`config.mk`:
```
export PLATFORM = sky130hd
export DESIGN_NAME = marquee_scroll_sequencer
export DESIGN_NICKNAME = d
export VERILOG_FILES = /design/src/rtl/mqs_pkg.sv /design/src/rtl/marquee_scroll_sequencer.sv
export VERILOG_INCLUDE_DIRS = /design/src /design/src/rtl
export SDC_FILE = /design/constraint.sdc
export NUM_CORES = 1
export LEC_CHECK = 0
export BUFFER_PORTS_ARGS = -buffer_cell sky130_fd_sc_hd__buf_2
export CORE_AREA = 2 2 114 116
export CTS_CLUSTER_DIAMETER = 100
export DETAILED_ROUTE_END_ITERATION = 8
export DIE_AREA = 0 0 116 118
export PLACE_DENSITY_LB_ADDON = 0.25
export RECOVER_POWER = 100
export SLEW_MARGIN = 20
export SYNTH_ARGS = -nofsm -noshare
export SYNTH_HDL_FRONTEND = slang
export SYNTH_SLANG_ARGS = --single-unit
export TNS_END_PERCENT = 1
```
`constraint.sdc`:
```
create_clock -name i_clk -period 4.4 [get_ports i_clk]
set_input_delay 0.44 -clock i_clk [delete_from_list [all_inputs] [get_ports i_clk]]
set_output_delay 0.44 -clock i_clk [all_outputs]
set_load 0.03 [all_outputs]
```
`src/rtl/assert_macros.svh`:
```
// assertion helper macros for the marquee sequencer rtl
// no dependencies; included by marquee_scroll_sequencer, which checks its own logic
`ifndef ASSERT_MACROS_SVH
`define ASSERT_MACROS_SVH

// implication checked at every rising edge, off while reset is held
`define ASSERT_IMPL(label, cond, prop, msg) \
    label: assert property (@(posedge i_clk) disable iff (!i_rst_n) (cond) |-> (prop)) \
        else $error(msg);

// same, with the consequent checked in the next cycle
`define ASSERT_NEXT(label, cond, prop, msg) \
    label: assert property (@(posedge i_clk) disable iff (!i_rst_n) (cond) |=> (prop)) \
        else $error(msg);

`endif

```
`src/rtl/mqs_pkg.sv`:
```
// shared types and constants for the marquee scroll sequencer
// no dependencies; used by marquee_scroll_sequencer
package mqs_pkg;

    localparam int OFFSET_BITS = 12;
    localparam logic [OFFSET_BITS-1:0] OFFSET_MAX = {OFFSET_BITS{1'b1}};

    localparam logic [15:0] START_DELAY_RST   = 16'd900;
    localparam logic [15:0] END_HOLD_RST      = 16'd1200;
    localparam logic [15:0] STEP_INTERVAL_RST = 16'd60;
    localparam logic [7:0]  STEP_PIXELS_RST   = 8'd2;

    typedef logic [OFFSET_BITS-1:0] t_off;
    typedef logic [OFFSET_BITS:0]   t_off_sum;

    typedef enum logic [1:0] {
        PH_IDLE   = 2'd0,
        PH_WAIT   = 2'd1,
        PH_SCROLL = 2'd2,
        PH_HOLD   = 2'd3
    } t_phase;

    typedef enum logic [1:0] {
        OP_TICK   = 2'd0,
        OP_REPORT = 2'd1,
        OP_RESET  = 2'd2
    } t_op;

    typedef enum logic [1:0] {
        REG_START_DELAY   = 2'd0,
        REG_END_HOLD      = 2'd1,
        REG_STEP_INTERVAL = 2'd2,
        REG_STEP_PIXELS   = 2'd3
    } t_reg;

endpackage

```
`src/rtl/marquee_scroll_sequencer.sv`:
```
// Marquee scroll sequencer: one request per cycle while the result side keeps up,
// each answered by exactly one result in the next cycle. A request is a millisecond
// tick, an overflow report or a reset (tuser); the result carries the scroll offset,
// the phase and a redraw flag. All state updates happen in one combinational pass from
// the state registers to the result register, so a new request is taken every cycle
// while the result side keeps up; when the result register is held by a stalled
// consumer, input is held off until it drains. No clearing pass after reset.
// depends on mqs_pkg and assert_macros.svh
`include "assert_macros.svh"

module marquee_scroll_sequencer (
    input  logic        i_clk,
    input  logic        i_rst_n,
    // configuration write port
    input  logic        i_cfg_we,
    input  logic [1:0]  i_cfg_idx,
    input  logic [15:0] i_cfg_wdata,
    // request stream
    input  logic        i_s_axis_tvalid,
    output logic        o_s_axis_tready,
    input  logic [15:0] i_s_axis_tdata,   // [11:0] overflow_px, [15:12] zero
    input  logic [1:0]  i_s_axis_tuser,   // [1:0] op
    // result stream
    output logic        o_m_axis_tvalid,
    input  logic        i_m_axis_tready,
    output logic [15:0] o_m_axis_tdata    // [11:0] scroll_offset, [13:12] phase_now,
                                          // [14] redraw, [15] zero
);

    logic [15:0] r_start_delay;
    logic [15:0] r_end_hold;
    logic [15:0] r_step_interval;
    logic [7:0]  r_step_pixels;

    mqs_pkg::t_phase r_phase, n_phase;
    mqs_pkg::t_off   r_offset, n_offset;
    mqs_pkg::t_off   r_overflow, n_overflow;
    logic            r_armed, n_armed;
    logic [15:0]     r_countdown, n_countdown;
    logic            n_redraw;

    logic            r_out_valid;
    logic [15:0]     r_out_data, n_out_data;

    logic            accept;
    mqs_pkg::t_off   px_sat;
    mqs_pkg::t_off_sum step_sum;

    assign o_s_axis_tready = !r_out_valid || i_m_axis_tready;
    assign accept          = i_s_axis_tvalid && o_s_axis_tready;
    assign o_m_axis_tvalid = r_out_valid;
    assign o_m_axis_tdata  = r_out_data;

    // configuration registers
    always_ff @(posedge i_clk) begin
        if (!i_rst_n) begin
            r_start_delay   <= mqs_pkg::START_DELAY_RST;
            r_end_hold      <= mqs_pkg::END_HOLD_RST;
            r_step_interval <= mqs_pkg::STEP_INTERVAL_RST;
            r_step_pixels   <= mqs_pkg::STEP_PIXELS_RST;
        end else if (i_cfg_we) begin
            unique case (mqs_pkg::t_reg'(i_cfg_idx))
                mqs_pkg::REG_START_DELAY:   r_start_delay   <= i_cfg_wdata;
                mqs_pkg::REG_END_HOLD:      r_end_hold      <= i_cfg_wdata;
                mqs_pkg::REG_STEP_INTERVAL: r_step_interval <= i_cfg_wdata;
                mqs_pkg::REG_STEP_PIXELS:   r_step_pixels   <= i_cfg_wdata[7:0];
                default: ;
            endcase
        end
    end

    // overflow report saturates at what the offset register can hold
    assign px_sat = ({4'b0, i_s_axis_tdata[11:0]} > 16'(mqs_pkg::OFFSET_MAX))
                    ? mqs_pkg::OFFSET_MAX : mqs_pkg::t_off'(i_s_axis_tdata[11:0]);

    assign step_sum = {1'b0, r_offset} + mqs_pkg::t_off_sum'(r_step_pixels);

    // next state
    always_comb begin
        n_phase     = r_phase;
        n_offset    = r_offset;
        n_overflow  = r_overflow;
        n_armed     = r_armed;
        n_countdown = r_countdown;
        n_redraw    = 1'b0;
        case (mqs_pkg::t_op'(i_s_axis_tuser))
            mqs_pkg::OP_TICK: begin
                if (r_armed) begin
                    if (r_countdown <= 16'd1) begin
                        // expiry: disarm, then the phase may re-arm
                        n_armed     = 1'b0;
                        n_countdown = '0;
                        unique case (r_phase)
                            mqs_pkg::PH_WAIT, mqs_pkg::PH_SCROLL: begin
                                n_redraw = 1'b1;
                                n_armed  = 1'b1;
                                if (step_sum >= {1'b0, r_overflow}) begin
                                    n_offset    = r_overflow;
                                    n_phase     = mqs_pkg::PH_HOLD;
                                    n_countdown = r_end_hold;
                                end else begin
                                    n_offset    = step_sum[mqs_pkg::OFFSET_BITS-1:0];
                                    n_phase     = mqs_pkg::PH_SCROLL;
                                    n_countdown = r_step_interval;
                                end
                            end
                            mqs_pkg::PH_HOLD: begin
                                n_redraw    = 1'b1;
                                n_armed     = 1'b1;
                                n_offset    = '0;
                                n_phase     = mqs_pkg::PH_WAIT;
                                n_countdown = r_start_delay;
                            end
                            default: ;
                        endcase
                    end else begin
                        n_countdown = r_countdown - 16'd1;
                    end
                end
            end
            mqs_pkg::OP_REPORT: begin
                n_overflow = px_sat;
                if (px_sat == '0) begin
                    if (r_phase != mqs_pkg::PH_IDLE) begin
                        n_phase     = mqs_pkg::PH_IDLE;
                        n_offset    = '0;
                        n_armed     = 1'b0;
                        n_countdown = '0;
                    end
                end else if (r_phase == mqs_pkg::PH_IDLE) begin
                    n_phase     = mqs_pkg::PH_WAIT;
                    n_armed     = 1'b1;
                    n_countdown = r_start_delay;
                end
            end
            mqs_pkg::OP_RESET: begin
                n_phase     = mqs_pkg::PH_IDLE;
                n_offset    = '0;
                n_overflow  = '0;
                n_armed     = 1'b0;
                n_countdown = '0;
            end
            default: ;
        endcase
    end

    // result payload
    always_comb begin
        n_out_data        = '0;
        n_out_data[11:0]  = 12'(n_offset);
        n_out_data[13:12] = n_phase;
        n_out_data[14]    = n_redraw;
    end

    always_ff @(posedge i_clk) begin
        if (!i_rst_n) begin
            r_phase     <= mqs_pkg::PH_IDLE;
            r_offset    <= '0;
            r_overflow  <= '0;
            r_armed     <= 1'b0;
            r_countdown <= '0;
        end else if (accept) begin
            r_phase     <= n_phase;
            r_offset    <= n_offset;
            r_overflow  <= n_overflow;
            r_armed     <= n_armed;
            r_countdown <= n_countdown;
        end
    end

    always_ff @(posedge i_clk) begin
        if (!i_rst_n) begin
            r_out_valid <= 1'b0;
        end else if (accept) begin
            r_out_valid <= 1'b1;
        end else if (i_m_axis_tready) begin
            r_out_valid <= 1'b0;
        end
    end

    always_ff @(posedge i_clk) begin
        if (accept) begin
            r_out_data <= n_out_data;
        end
    end

    // the timer runs exactly when the sequence is active
    `ASSERT_IMPL(a_armed_active, 1'b1, r_armed == (r_phase != mqs_pkg::PH_IDLE),
        "timer armed state disagrees with phase")
    `ASSERT_IMPL(a_idle_zero, r_phase == mqs_pkg::PH_IDLE, r_offset == '0,
        "nonzero offset while idle")
    `ASSERT_IMPL(a_no_overrun, r_out_valid && !i_m_axis_tready, !o_s_axis_tready,
        "request taken while result is stalled")
    `ASSERT_NEXT(a_result_follows, accept, r_out_valid,
        "accepted request produced no result")

endmodule
```
==> qor.yml <==
status: "finished, violations left"
violations: "capacitance limit, slew limit"
crit_type: "reg2reg"
clk_pin_slew_ps: 50
critPathLaunchType: "flop"
hold_violations: 0
dr.pass1.iters: 5
synth.top_cell.area_share: 0.325
syn-num-nets: 837
grt_pass1_wl_um: 27400
worstReg2RegEnd: "r_phase[0]"
cp_max_fo: 12
synthArstFlopShare: 0
final_area_um2: 7060
cp_slowest_cell: "fa_1"
reg2regPathDepth: 15
synth_most_common_cell: "nand2_1"
pwr-share-seq: 0.397
cts_hold_buf: 0
p_sw_frac: 0.286
yosysSeqAreaShare: 0.399
drt-initial-drc-count: 476
max_stage_delay_ps: 410
vias_per_cell: 5.85
maxSlewViolCount: 61
ys_warn_count: 0
mappedNetlistArea_um2: 6150
ctsRootBufferMaster: "clkbuf_16"
clockBufferDepth: 2
crit_start: "r_step_pixels[0]"
clock_latency_ps: 420
grt_max_degree: 61
comb_power_share: 0.160
postCtsSetupBuffers: 0
timing.critical_path.cells: "ha_1 -> fa_1 -> a21oi_1 -> o22ai_1 -> o41ai_1 -> clkbuf_1 -> xnor2_1 -> ha_1 -> a21oi_1 -> o2111a_1 -> o21a_1 -> buf_4 -> a21boi_0 -> o31ai_1 -> a221oi_1"
hold_path.class: "in2reg"
ys_types: 63
post-route-period-util: 0.910
synth_top_area_cell: "dfxtp_1"
period_minus_slack_ps: 4000
grt_usage: 0.255
leakage_nw: 2.68
hpwl_um: 11500
cts_sinks: 115
vias: 5788
utilization: 0.569
synth_edf_count: 15
gp_congestion: 0.911
avgRoutedWirePerCell_um: 16.9
synth_common_cells: "nand2_1 (142), a21oi_1 (107), dfxtp_1 (100)"
fp.dieW_um: 116
max_freq_mhz: 250
postSynthAreaPerCell_um2: 8.04
dieArea_um2: 13700
synthFlopType: "dfxtp_1"
grt_overflow_total: 0
antennaDiodeCount: 0
vdd.ir_drop.worst_mv: 0.232
syn_to_final_growth_pct: 14.7
cts_resized: 0
tns_ps: 0
port_buffers: 53
power_w: 0.00289
skew_ps: 8.65
ant_nets: 0
p_clk_frac: 0.443
end_kind: "flop"
row_count: 41
htree_levels: 4
worstMarginPinSlew_ps: 2920
placed_area_um2: 6560
start_util: 0.496
slew-limit-headroom: -0.948
routed_wl_um: 16700
whs_ps: 270
synth_cells: 765
coreArea_um2: 12400
drv_cap: 1
fill_cells: 1195
crit_required_ps: 4530
nNetsFinal: 876
setup-violations-final: 0
synth_area_leaders: "dfxtp_1 (33%), a21oi_1 (8.7%), nand2_1 (8.7%), edfxtp_1 (7.3%), ha_1 (6.1%)"
die_y_um: 118
grt_pass1_vias: 5533
crit_arrival_ps: 4130
drc: 0
power.density_nw_per_um2: 410
numCtsBuffers: 17
synth_seq_cells: 115
drive_gt1_frac: 0.120
cts_tree: "yes"
antenna_found_initial: 0
crit_end: "r_phase[0]"
pin_count: 59
p_switching_w: 0.000828
rsz0062_at_grt: "false"
p_int_w: 0.00206
ff2ff_setup_slack_ps: 400
reg2reg_from: "r_step_pixels[0]"
[critical path: cells and delay by family (launching register included)]
family	cells	cell delay, ps
AO/OA/AOI/OAI	9	1870
adder cells (fa/ha/maj)	3	920
buffers and inverters	2	460
flip-flops	1	310
XOR/XNOR	1	160
[state kept, by name, summed over array words and instances (netlist names)]
register         cells
r_end_hold          16
o_m_axis_tdata      15
r_armed              1
r_step_pixels        8
r_offset            12
r_phase              2
r_countdown         16
r_overflow          12
o_m_axis_tvalid      1
r_step_interval     16
r_start_delay       16
[layout by cell type (no fill, tap or decap), types with 3 or more instances in the layout]
| cell | count |
|---|---|
| nand2_1 | 142 |
| a21oi_1 | 107 |
| dfxtp_1 | 100 |
| o21ai_0 | 57 |
| nand3_1 | 36 |
| nor2_1 | 34 |
| buf_2 | 34 |
| ha_1 | 30 |
| clkbuf_1 | 28 |
| inv_1 | 25 |
| clkbuf_16 | 19 |
| edfxtp_1 | 15 |
| xnor2_1 | 14 |
| nor3b_1 | 13 |
| a21bo_2 | 10 |
| a221oi_1 | 10 |
| nor3_1 | 9 |
| and2_1 | 9 |
| nor4_1 | 8 |
| a221o_1 | 8 |
| buf_4 | 8 |
| a31oi_1 | 7 |
| xor2_1 | 7 |
| a32oi_1 | 6 |
| nand2b_1 | 5 |
| clkinv_2 | 5 |
| a21o_1 | 4 |
| and3_1 | 4 |
| o21a_1 | 4 |
| nand4_1 | 3 |
| or3_1 | 3 |
| o31ai_1 | 3 |
| a21boi_0 | 3 |
[area by class of cell]
class,count,area [um2],share of cell area
tap,172,215,0.0305
sequential,115,2450,0.347
inverter,26,97.6,0.0138
timing repair buffer,67,325,0.0461
multi-input combinational,577,3420,0.484
clock inverter,8,47.5,0.00674
clock buffer,24,504,0.0714
[metrics by stage]
step / std cells / setup slack, ps
after floorplan: 765 / 561
after global placement: 957 / 657
after detailed placement: 957 / 546
after global routing: 989 / 167
final: 989 / 398
after CTS: 989 / 495
[routing by layer]
metal,global-route usage,vias up,wire length [um]
li1,-,2787,-
met1,0.353,2740,7690
met2,0.381,225,7450
met3,0.0695,36,1230
met4,0.0923,0,307
met5,0,-,0
[kinds of logic after synthesis]
group / synth area share
other: 0.000609
adders and majority gates: 0.0643
and+or+nand+nor: 0.224
DFF: 0.399
AOI/OAI and AO/OA: 0.231
buffers and inverters: 0.0466
xor gates and xnor gates: 0.0299
muxes: 0.00508
[worst min path at each step]
| stage | startpoint | end | slack [ps] | cells past startpoint |
|---|---|---|---|---|
| after CTS | i_s_axis_tvalid | o_m_axis_tvalid | 260 | 3 |
| after global placement | r_end_hold[14] | r_end_hold[14] | 440 | 2 |
| final | i_s_axis_tvalid | o_m_axis_tvalid | 270 | 3 |
| after floorplan | r_step_interval[7] | r_step_interval[7] | 430 | 2 |
| after detailed placement | r_end_hold[1] | r_end_hold[1] | 450 | 2 |
| after global routing | i_cfg_wdata[12] | r_start_delay[12] | 270 | 3 |
[power by group through the flow]
stage,Sequential (W),Clock (W),Combinational [W]
floorplan,0.00117,0,0.000312
global placement,0.00117,0,0.000457
detailed placement,0.00117,0,0.000466
CTS,0.00115,0.00129,0.000469
global route,0.00115,0.00135,0.000516
finish,0.00115,0.00128,0.000464
Note: power is estimated with default switching activity, not from simulation.
